$ cat config.mk
export PLATFORM = sky130hd
export DESIGN_NAME = scaled_glyph_rasterizer
export DESIGN_NICKNAME = d
export VERILOG_FILES = /design/src/rtl/sgr_pkg.sv /design/src/rtl/sgr_front.sv /design/src/rtl/sgr_queue.sv /design/src/rtl/sgr_back.sv /design/src/rtl/scaled_glyph_rasterizer.sv
export SDC_FILE = /design/constraint.sdc
export NUM_CORES = 1
export LEC_CHECK = 0
export BUFFER_PORTS_ARGS = -buffer_cell sky130_fd_sc_hd__buf_2
export CORE_UTILIZATION = 49
export DETAILED_ROUTE_END_ITERATION = 10
export HOLD_SLACK_MARGIN = 0.12
export PLACE_DENSITY = 0.67
export SYNTH_ARGS = -nofsm -noshare
export SYNTH_HDL_FRONTEND = slang
export SYNTH_SLANG_ARGS = --single-unit
$ cat constraint.sdc
create_clock -name clk -period 11.5 [get_ports clk]
set_clock_uncertainty 0.2 [all_clocks]
set_input_delay 1.725 -clock clk [delete_from_list [all_inputs] [get_ports clk]]
set_output_delay 1.725 -clock clk [all_outputs]
set_load 0.02 [all_outputs]
$ cat src/rtl/sgr_pkg.sv
// shared types, constants and the 5x7 glyph rom for the scaled glyph rasterizer
// no dependencies; imported by every module of the block
`timescale 1ns / 1ps

package sgr_pkg;

    localparam int GLYPH_COLS  = 5;
    localparam int ROW_SLOTS   = 8;
    localparam int GLYPH_BITS  = GLYPH_COLS * ROW_SLOTS;
    localparam int BIT_IDX_W   = $clog2(GLYPH_BITS);
    localparam int MAX_SCALE   = 15;
    localparam int QUEUE_DEPTH = 2;

    localparam logic [7:0] CHAR_0     = 8'h30;
    localparam logic [7:0] CHAR_9     = 8'h39;
    localparam logic [7:0] CHAR_SPACE = 8'h20;
    localparam logic [7:0] CHAR_A     = 8'h41;
    localparam logic [7:0] CHAR_Z     = 8'h5A;
    localparam logic [7:0] CHAR_QMARK = 8'h3F;

    localparam logic [5:0] IDX_SPACE  = 6'd10;
    localparam logic [5:0] IDX_ALPHA  = 6'd11;
    localparam logic [5:0] IDX_QMARK  = 6'd37;
    localparam logic [5:0] GLYPH_NONE = 6'd63;

    typedef struct packed {
        logic [15:0] origin_x;
        logic [15:0] origin_y;
        logic [7:0]  char_code;
        logic [15:0] pixel_color;
        logic [3:0]  scale_factor;
    } req_t;

    typedef struct packed {
        logic [15:0] square_x;
        logic [15:0] square_y;
        logic [3:0]  square_size;
        logic [15:0] square_color;
        logic        last_square;
    } square_t;

    // classified request waiting for the back end
    typedef struct packed {
        logic [15:0]           ox;
        logic [15:0]           oy;
        logic [15:0]           color;
        logic [3:0]            scale;
        logic [GLYPH_BITS-1:0] dots;
    } glyph_entry_t;

    // front end control toward the queue
    typedef struct packed {
        logic push;
    } front_ctl_t;

    // column bytes packed so column c sits at bits [c*8 +: 8]
    function automatic logic [GLYPH_BITS-1:0] cols(
        input logic [7:0] c0, input logic [7:0] c1, input logic [7:0] c2,
        input logic [7:0] c3, input logic [7:0] c4);
        cols = {c4, c3, c2, c1, c0};
    endfunction

    function automatic logic [5:0] glyph_index(input logic [7:0] code);
        logic [5:0] gi;
        gi = GLYPH_NONE;
        if (code >= CHAR_0 && code <= CHAR_9)
            gi = 6'(code - CHAR_0);
        else if (code == CHAR_SPACE)
            gi = IDX_SPACE;
        else if (code >= CHAR_A && code <= CHAR_Z)
            gi = 6'(code - CHAR_A) + IDX_ALPHA;
        else if (code == CHAR_QMARK)
            gi = IDX_QMARK;
        return gi;
    endfunction

    // unsupported codes and space both give an empty dot map
    function automatic logic [GLYPH_BITS-1:0] glyph_dots(input logic [7:0] code);
        logic [GLYPH_BITS-1:0] g;
        case (glyph_index(code))
            6'd0:  g = cols(8'h3E, 8'h51, 8'h49, 8'h45, 8'h3E);
            6'd1:  g = cols(8'h00, 8'h42, 8'h7F, 8'h40, 8'h00);
            6'd2:  g = cols(8'h62, 8'h51, 8'h49, 8'h49, 8'h46);
            6'd3:  g = cols(8'h22, 8'h49, 8'h49, 8'h49, 8'h36);
            6'd4:  g = cols(8'h18, 8'h14, 8'h12, 8'h7F, 8'h10);
            6'd5:  g = cols(8'h2F, 8'h49, 8'h49, 8'h49, 8'h31);
            6'd6:  g = cols(8'h3E, 8'h49, 8'h49, 8'h49, 8'h30);
            6'd7:  g = cols(8'h01, 8'h71, 8'h09, 8'h05, 8'h03);
            6'd8:  g = cols(8'h36, 8'h49, 8'h49, 8'h49, 8'h36);
            6'd9:  g = cols(8'h06, 8'h49, 8'h49, 8'h49, 8'h3E);
            6'd11: g = cols(8'h7E, 8'h11, 8'h11, 8'h11, 8'h7E);
            6'd12: g = cols(8'h7F, 8'h49, 8'h49, 8'h49, 8'h36);
            6'd13: g = cols(8'h3E, 8'h41, 8'h41, 8'h41, 8'h22);
            6'd14: g = cols(8'h7F, 8'h41, 8'h41, 8'h22, 8'h1C);
            6'd15: g = cols(8'h7F, 8'h49, 8'h49, 8'h49, 8'h41);
            6'd16: g = cols(8'h7F, 8'h09, 8'h09, 8'h09, 8'h01);
            6'd17: g = cols(8'h3E, 8'h41, 8'h49, 8'h49, 8'h7A);
            6'd18: g = cols(8'h7F, 8'h08, 8'h08, 8'h08, 8'h7F);
            6'd19: g = cols(8'h00, 8'h41, 8'h7F, 8'h41, 8'h00);
            6'd20: g = cols(8'h20, 8'h40, 8'h41, 8'h3F, 8'h01);
            6'd21: g = cols(8'h7F, 8'h08, 8'h14, 8'h22, 8'h41);
            6'd22: g = cols(8'h7F, 8'h40, 8'h40, 8'h40, 8'h40);
            6'd23: g = cols(8'h7F, 8'h02, 8'h04, 8'h02, 8'h7F);
            6'd24: g = cols(8'h7F, 8'h04, 8'h08, 8'h10, 8'h7F);
            6'd25: g = cols(8'h3E, 8'h41, 8'h41, 8'h41, 8'h3E);
            6'd26: g = cols(8'h7F, 8'h09, 8'h09, 8'h09, 8'h06);
            6'd27: g = cols(8'h3E, 8'h41, 8'h51, 8'h21, 8'h5E);
            6'd28: g = cols(8'h7F, 8'h09, 8'h19, 8'h29, 8'h46);
            6'd29: g = cols(8'h46, 8'h49, 8'h49, 8'h49, 8'h31);
            6'd30: g = cols(8'h01, 8'h01, 8'h7F, 8'h01, 8'h01);
            6'd31: g = cols(8'h3F, 8'h40, 8'h40, 8'h40, 8'h3F);
            6'd32: g = cols(8'h1F, 8'h20, 8'h40, 8'h20, 8'h1F);
            6'd33: g = cols(8'h7F, 8'h20, 8'h10, 8'h20, 8'h7F);
            6'd34: g = cols(8'h63, 8'h14, 8'h08, 8'h14, 8'h63);
            6'd35: g = cols(8'h03, 8'h04, 8'h78, 8'h04, 8'h03);
            6'd36: g = cols(8'h61, 8'h51, 8'h49, 8'h45, 8'h43);
            6'd37: g = cols(8'h02, 8'h01, 8'h59, 8'h06, 8'h00);
            default: g = '0;
        endcase
        return g;
    endfunction

endpackage

$ cat src/rtl/sgr_front.sv
// front end: accepts draw requests, saturates the scale and looks up the glyph
// depends on sgr_pkg; feeds sgr_queue
`timescale 1ns / 1ps

module sgr_front (
    input  logic                 req_valid,
    output logic                 req_stall,
    input  sgr_pkg::req_t        req,
    input  logic                 q_full,
    output sgr_pkg::front_ctl_t  ctl,
    output sgr_pkg::glyph_entry_t entry
);
    import sgr_pkg::*;

    logic [3:0]            scale_eff;
    logic [GLYPH_BITS-1:0] dots;

    always_comb
    begin
        if ({4'd0, req.scale_factor} > 8'(MAX_SCALE))
            scale_eff = 4'(MAX_SCALE);
        else
            scale_eff = req.scale_factor;
        dots = glyph_dots(req.char_code);
    end

    assign entry.ox    = req.origin_x;
    assign entry.oy    = req.origin_y;
    assign entry.color = req.pixel_color;
    assign entry.scale = scale_eff;
    assign entry.dots  = dots;

    // empty requests are taken and dropped here
    assign req_stall = q_full;
    assign ctl.push  = req_valid && !q_full && (dots != '0) && (scale_eff != 4'd0);

endmodule

$ cat src/rtl/sgr_queue.sv
// short register queue between front and back end
// depends on sgr_pkg for the entry type
`timescale 1ns / 1ps

module sgr_queue #(
    parameter int DEPTH = sgr_pkg::QUEUE_DEPTH
) (
    input  logic                  clk,
    input  logic                  rst_n,
    input  logic                  push,
    input  sgr_pkg::glyph_entry_t wdata,
    output logic                  full,
    input  logic                  pop,
    output sgr_pkg::glyph_entry_t rdata,
    output logic                  nonempty
);
    import sgr_pkg::*;

    localparam int PTR_W = (DEPTH > 1) ? $clog2(DEPTH) : 1;
    localparam int CNT_W = $clog2(DEPTH + 1);

    glyph_entry_t     mem [DEPTH];
    logic [PTR_W-1:0] wr_ptr_reg, wr_ptr_next;
    logic [PTR_W-1:0] rd_ptr_reg, rd_ptr_next;
    logic [CNT_W-1:0] count_reg, count_next;

    function automatic logic [PTR_W-1:0] bump(input logic [PTR_W-1:0] p);
        if (p == PTR_W'(DEPTH - 1))
            return '0;
        return p + PTR_W'(1);
    endfunction

    assign full     = (count_reg == CNT_W'(DEPTH));
    assign nonempty = (count_reg != '0);
    assign rdata    = mem[rd_ptr_reg];

    always_comb
    begin
        wr_ptr_next = push ? bump(wr_ptr_reg) : wr_ptr_reg;
        rd_ptr_next = pop ? bump(rd_ptr_reg) : rd_ptr_reg;
        count_next  = count_reg;
        if (push && !pop)
            count_next = count_reg + CNT_W'(1);
        else if (pop && !push)
            count_next = count_reg - CNT_W'(1);
    end

    always_ff @(posedge clk)
    begin
        if (push)
            mem[wr_ptr_reg] <= wdata;
    end

    always_ff @(posedge clk or negedge rst_n)
    begin
        if (!rst_n)
        begin
            wr_ptr_reg <= '0;
            rd_ptr_reg <= '0;
            count_reg  <= '0;
        end
        else
        begin
            wr_ptr_reg <= wr_ptr_next;
            rd_ptr_reg <= rd_ptr_next;
            count_reg  <= count_next;
        end
    end

endmodule

$ cat src/rtl/sgr_back.sv
// back end: walks the set dots of one glyph and emits one square per cycle unless stalled
// depends on sgr_pkg; reads entries from sgr_queue
`timescale 1ns / 1ps

module sgr_back (
    input  logic                  clk,
    input  logic                  rst_n,
    input  logic                  q_nonempty,
    input  sgr_pkg::glyph_entry_t q_data,
    output logic                  q_pop,
    output logic                  sq_valid,
    input  logic                  sq_stall,
    output sgr_pkg::square_t      sq
);
    import sgr_pkg::*;

    glyph_entry_t          cur_reg, cur_next;
    logic [GLYPH_BITS-1:0] mask_reg, mask_next;
    logic                  busy_reg, busy_next;
    logic                  valid_reg, valid_next;
    square_t               out_reg, out_next;

    logic [GLYPH_BITS-1:0] low_bit;
    logic [GLYPH_BITS-1:0] rest;
    logic [BIT_IDX_W-1:0]  bit_idx;
    logic [2:0]            col;
    logic [2:0]            row;
    logic [6:0]            dx;
    logic [6:0]            dy;
    logic                  emit;
    logic                  load;

    // lowest remaining dot is the next one in column-major order
    always_comb
    begin
        low_bit = mask_reg & (~mask_reg + GLYPH_BITS'(1));
        rest    = mask_reg & (mask_reg - GLYPH_BITS'(1));
        bit_idx = '0;
        for (int i = 0; i < GLYPH_BITS; i++)
        begin
            if (low_bit[i])
                bit_idx = bit_idx | BIT_IDX_W'(i);
        end
        col = bit_idx[5:3];
        row = bit_idx[2:0];
        dx  = 7'(col) * 7'(cur_reg.scale);
        dy  = 7'(row) * 7'(cur_reg.scale);
    end

    assign emit  = busy_reg && (!valid_reg || !sq_stall);
    assign load  = q_nonempty && (!busy_reg || (emit && rest == '0));
    assign q_pop = load;

    always_comb
    begin
        cur_next   = cur_reg;
        mask_next  = mask_reg;
        busy_next  = busy_reg;
        valid_next = valid_reg;
        out_next   = out_reg;
        if (valid_reg && !sq_stall)
            valid_next = 1'b0;
        if (emit)
        begin
            out_next.square_x     = cur_reg.ox + 16'(dx);
            out_next.square_y     = cur_reg.oy + 16'(dy);
            out_next.square_size  = cur_reg.scale;
            out_next.square_color = cur_reg.color;
            out_next.last_square  = (rest == '0);
            valid_next            = 1'b1;
            mask_next             = rest;
            busy_next             = (rest != '0);
        end
        if (load)
        begin
            cur_next  = q_data;
            mask_next = q_data.dots;
            busy_next = 1'b1;
        end
    end

    always_ff @(posedge clk)
    begin
        cur_reg <= cur_next;
        out_reg <= out_next;
    end

    always_ff @(posedge clk or negedge rst_n)
    begin
        if (!rst_n)
        begin
            mask_reg  <= '0;
            busy_reg  <= 1'b0;
            valid_reg <= 1'b0;
        end
        else
        begin
            mask_reg  <= mask_next;
            busy_reg  <= busy_next;
            valid_reg <= valid_next;
        end
    end

    assign sq_valid = valid_reg;
    assign sq       = out_reg;

endmodule

$ cat src/rtl/scaled_glyph_rasterizer.sv
// top level of the scaled 5x7 glyph rasterizer
// depends on sgr_pkg, sgr_front, sgr_queue and sgr_back
`timescale 1ns / 1ps

// each request draws one character from the built-in 5x7 font (digits,
// space, A-Z, '?') and comes out as one filled square per set dot, in
// column-major order, with the last square of the character flagged; the
// square side is the request scale saturated to MAX_SCALE. the back end
// emits one square per clock while sq_stall is low; a character gives as
// many squares as it has set dots (up to 20, for 'B'); requests that draw
// nothing (unsupported code, space, zero scale) are taken and vanish. the
// front end takes a request in any cycle the queue has room, so the next
// character is accepted while the current one is still drawn, and a square
// waiting in the output register never blocks the input side by itself
module scaled_glyph_rasterizer #(
    parameter int QUEUE_DEPTH = sgr_pkg::QUEUE_DEPTH
) (
    input  logic               clk,
    input  logic               rst_n,
    // draw request channel
    input  logic               req_valid,
    output logic               req_stall,
    input  sgr_pkg::req_t      req,
    // square channel
    output logic               sq_valid,
    input  logic               sq_stall,
    output sgr_pkg::square_t   sq
);
    import sgr_pkg::*;

    front_ctl_t   front_ctl;
    glyph_entry_t front_entry;
    glyph_entry_t q_data;
    logic         q_full;
    logic         q_nonempty;
    logic         q_pop;

    // classify: scale saturation and glyph rom lookup
    sgr_front u_front (
        .req_valid (req_valid),
        .req_stall (req_stall),
        .req       (req),
        .q_full    (q_full),
        .ctl       (front_ctl),
        .entry     (front_entry)
    );

    // decouples request intake from square emission
    sgr_queue #(
        .DEPTH (QUEUE_DEPTH)
    ) u_queue (
        .clk      (clk),
        .rst_n    (rst_n),
        .push     (front_ctl.push),
        .wdata    (front_entry),
        .full     (q_full),
        .pop      (q_pop),
        .rdata    (q_data),
        .nonempty (q_nonempty)
    );

    // dot scan and square coordinate generation
    sgr_back u_back (
        .clk        (clk),
        .rst_n      (rst_n),
        .q_nonempty (q_nonempty),
        .q_data     (q_data),
        .q_pop      (q_pop),
        .sq_valid   (sq_valid),
        .sq_stall   (sq_stall),
        .sq         (sq)
    );

endmodule

Yosys cells after proc, flatten, opt, wreduce, memory -nomap -nowiden
Memory sizes are Yosys's and may differ from the RTL's. Index checks and enable logic that the tools add are counted. W data, S select, Z words.

Multipliers: 2. Shift-type cells: 0. Div/mod/pow operators: 0. Add/sub/neg operators: 11. Multiplexer cells: 66. $lt $le $gt $ge: 4. Equality and inequality tests: 3. Bitwise logic cells: 3. Reductions and logical operators: 27.

Operator list (count): $mux W6 (17); $mux W5 (17); $and A40 B40 Y40 (2); $mux W40 (2); $reduce_bool A40 Y1 (2); $add A40 B1 Y40 const B (1); $logic_not A40 Y1 (1); $not A40 Y40 (1); $sub A40 B1 Y40 const B (1); $add A16 B7 Y16 (2); $mux W4 (8); $eq A8 B6 Y1 const B (2); $mul A3 B4 Y7 (2); $mux W1 (13); $mux W3 (4); $logic_and A1 B1 Y1 (11); $mux W2 (5); $ge A8 B6 Y1 const B (1); $ge A8 B7 Y1 const B (1); $le A8 B6 Y1 const B (1); $le A8 B7 Y1 const B (1); $reduce_bool A2 Y1 (4); $add A6 B4 Y6 const B (1); $logic_not A1 Y1 (6); other kinds (8) (10).

Memory bits (read-only): 2240. Latch bits: 0. Word-level logic and storage cells: 133. Memories kept: 2. Output and inout bits: 55. Register bits after elaboration: 151. RAM bits: 184.

Memories: (name not given) (depth 64, bits a word 35, rd ports 1, clocked after memory_dff 0, write ports 0, RTL line sgr_pkg.sv:80) `case (glyph_index(code))`; u_queue.mem (depth 2, bits a word 92, rd ports 1, clocked after memory_dff 0, write ports 1, RTL line sgr_queue.sv:22) `glyph_entry_t mem [DEPTH];`.

Longest topological paths before layout
Depth after elaboration: 44. Depth in mapped cells: 24. Depth with buffers taken out: 23.

By module
A second synthesis with hierarchy kept.

Cells, all modules: 1502. Area total of the unflattened synthesis: 18126.1 um^2.

Modules (own cells, without submodules): sgr_back (area each 8094.0 um^2, cells each 766, sequential area each 4204.0 um^2, times used 1); sgr_queue (area each 7109.3 um^2, cells each 302, sequential area each 5625.4 um^2, times used 1); sgr_front (area each 2922.8 um^2, cells each 434, sequential area each 0.0 um^2, times used 1).

Worst setup path before layout
No wires, ideal clock.

Path kind: input port to flip-flop. Start: in req[22] (netlist bit). End: mem u_queue.mem[0][0] (netlist bit) (enable). Arrival: 11.341 ns. Library setup time: 0.662 ns. Path buffers: 1. Setup slack: -0.703 ns. Stages on the path: 17. Required time: 10.638 ns. Path through: buf_2 > inv_1 > ha_1 > and3b_1 > o31ai_2 > o21a_1 > inv_1 > ha_1 > o21ai_0 > a311oi_1 > a211oi_2 > a221oi_1 > o32ai_1 > nor4b_1 > and4bb_1 > and4_1 > a211oi_1.

RTL lines: start, declared (RTL line scaled_glyph_rasterizer.sv:23) `input sgr_pkg::req_t req,`; end, declared (RTL line sgr_queue.sv:22).

==> out/results.txt <==
outcome - complete, no violations
routed vias - 11,256
clock share of power - 15.9%
Initial Utilization - 50.3%
Slew HR - 18.9%
fraction of registers with async set/reset - 14.2%
final wirelength - 41,300 µm
Sink Count - 325
Commonest cells post-synth - 279 x edfxtp_1, 71 x nand2_1, 70 x mux2i_1
initial drt markers - 928
DRT antenna net count - 0
syn_nets - 1,414
FMAX - 0.141 GHz
top-count cell post-synth - edfxtp_1
total die area - 0.0344 mm²
vias in the first global route - 11,074
Yosys top cell area share - 50.8%
syn avg cell area - 12.7 µm²
post-synth top area cell - edfxtp_1
GPL Wtd Cong - 0.963
clock period minus worst slack - 7.12 ns
Crit. End Element - register
setup violators final - 0
initial antenna violation count - 0
gr usage total - 24.5%
first-pass GRT wire length - 63,500 µm
hold path depth - 0
clk slew on worst S/H paths - 0.06 ns
sequential fraction of the synthesis area - 57.8%
max reg flops - 174
# hold bufs at CTS - 0
reg-to-reg slack, setup - 4.85 ns
post-synthesis register bit count - 325
core area - 0.0328 mm²
CP Cell Sequence - buf_2 -> inv_1 -> ha_1 -> and3b_1 -> o31ai_2 -> buf_4 -> o21a_1 -> inv_1 -> ha_1 -> o21ai_0 -> a311oi_1 -> a211oi_2 -> a221oi_1 -> o32ai_1 -> nor4b_1 -> and4bb_1 -> and4_1 -> a211oi_4 -> buf_4
Peak VDD IR - 0.302 mV
cells after synthesis - 1,296
worst endpoint required time - 11.43 ns
Post-synth EDFFs - 279
YS warnings - 0
Post-Syn Area - 0.0165 mm²
Slowest cell on crit path - buf_4
cts bufs inserted - 34
min-delay src - u_back.cur_reg[49]
WL per Instance - 22.0 µm
Die Y - 185 µm
worst skew pair latency - 0.52 ns
Layout Nets - 1,528
CP Max Fanout - 60
Psw - 2.62 mW
largest net degree at the start of global routing - 62
Pwr Density - 345 mW/mm²
antenna cells - 0
crit start category - input port
Leakage - 7.26 nW
Overflow after GRT - 0
Final Power - 6.40 mW
r2r endpoint - u_back.sq[52]
share of cells above drive strength 1 - 20.0%
First-pass DRT Iterations - 6
Layout area overhead - 12.6%
share of power burned in registers - 32.0%
count of pins over their slew limit - 0
Switching Share - 40.9%
H-tree levels - 2
Cell variety after synth - 109
Port Buffers - 118
final hold vios - 0
Worst R2R Start - u_back.mask_reg[0]
Main synth FF type - edfxtp_1
Worst R2R Path Depth - 21
DP Area - 0.0175 mm²
Pint - 3.78 mW
CTS tree - done
RSZ-0062 raised after global routing - no
maxcap violations - 0
Final Instance Area - 0.0186 mm²
Clock Tree Buf Depth - 3
CTS resizes - 0
Post-DP HPWL - 29,300 µm
vias per cell - 6.00
Worst-Margin Slew - 1.20 ns
Setup Crit Path Kind - input port to register
Gate power share - 52.2%
synth top area cells - edfxtp_1 51%, dfrtp_1 7.0%, mux2i_1 4.3%, mux2_2 3.6%, ha_1 3.0%
worst path arrival time - 7.04 ns
max incr delay on CP - 0.71 ns
Final Cycle Share - 61.9%
worst hold endpoint - u_back.sq[6]
CTS root buffer - clkbuf_16
Site Rows - 66
Hold/Removal Path Class - register to register
Post-CTS Setup Bufs - 0
# DRC - 0
die span in x - 185 µm
IO Pins - 119
-- critical path: cells and delay by family --
family	cells	cell delay, ns
fa+ha+maj	2	0.57
compound gates	8	2.30
buf+inv	5	1.56
simple gates	4	0.81
-- how the worst max path moves through the flow --
stage	start	end	slack, ns	depth (start not counted)
2_1_floorplan	req[22]	u_queue.mem[0][0]	-0.70	17
3_3_place_gp	req[24]	u_queue.mem[0][88]	3.97	18
3_5_place_dp	req[22]	u_queue.mem[0][88]	3.99	19
4_1_cts	req[22]	u_queue.mem[0][82]	4.50	19
5_1_grt	req[22]	u_queue.mem[0][82]	4.15	19
6_report	req[22]	u_queue.mem[0][82]	4.38	19
-- placed cells by master (no fill, tap or decap), types with 14 or more instances in the layout --
master,count
nor2_1,61
edfxtp_1,279
xnor2_1,25
nand2_1,71
dfrtp_1,45
inv_1,65
buf_2,118
a21oi_1,53
and3_1,14
clkbuf_16,35
mux2i_1,70
ha_1,40
fa_1,14
buf_4,19
nor3_1,21
nand3_1,32
nor2b_1,24
o22ai_1,15
o21ai_0,67
mux2_2,52
-- power by group through the flow --
| stage | Clock (mW) | Combinational (mW) | Sequential, mW |
|---|---|---|---|
| 6_report | 1.01 | 3.34 | 2.04 |
| 5_1_grt | 1.08 | 3.80 | 2.09 |
| 4_1_cts | 1.04 | 3.37 | 2.05 |
| 3_5_place_dp | 0 | 3.35 | 2.07 |
| 3_3_place_gp | 0 | 3.28 | 2.06 |
| 2_1_floorplan | 0 | 2.51 | 2.11 |
-- area by class of cell --
class | count | area (µm²)
timing repair buffer | 137 | 733
multi-input combinational | 843 | 6440
inverter | 69 | 259
tap | 442 | 553
fill | 2678 | 14200
clock buffer | 44 | 910
sequential | 325 | 9530
clock inverter | 17 | 124
-- cell families after synthesis --
logic type	count (synthesis)	share of synthesized area [%]
and+or+nand+nor	322	10.9
adders and majority gates	57	4.92
xor gates and xnor gates	34	1.81
DFF	325	57.8
muxes	122	7.80
buffers and inverters	128	3.39
AOI/OAI and AO/OA	308	13.4
-- metrics by stage --
| stage | util (%) | instances | hold WS, ns | TNS [ns] | setup slack, ns |
|---|---|---|---|---|---|
| 6_report | 56.6 | 1877 | 0.218 | 0 | 4.38 |
| 5_1_grt | 56.6 | 1877 | 0.226 | 0 | 4.15 |
| 4_1_cts | 56.6 | 1877 | 0.219 | 0 | 4.50 |
| 3_5_place_dp | 53.4 | 1816 | 0.205 | 0 | 3.99 |
| 3_3_place_gp | 53.4 | 1816 | 0.202 | 0 | 3.97 |
| 2_1_floorplan | - | 1296 | 0.200 | -122.39 | -0.703 |
-- routing by layer --
metal | routed length [µm] | track usage [%]
met4 | 1670 | 10.8
met2 | 20200 | 40.5
met1 | 17300 | 32.2
met5 | 0 | 0
met3 | 2240 | 3.17
(Power assumes the default switching activity.)
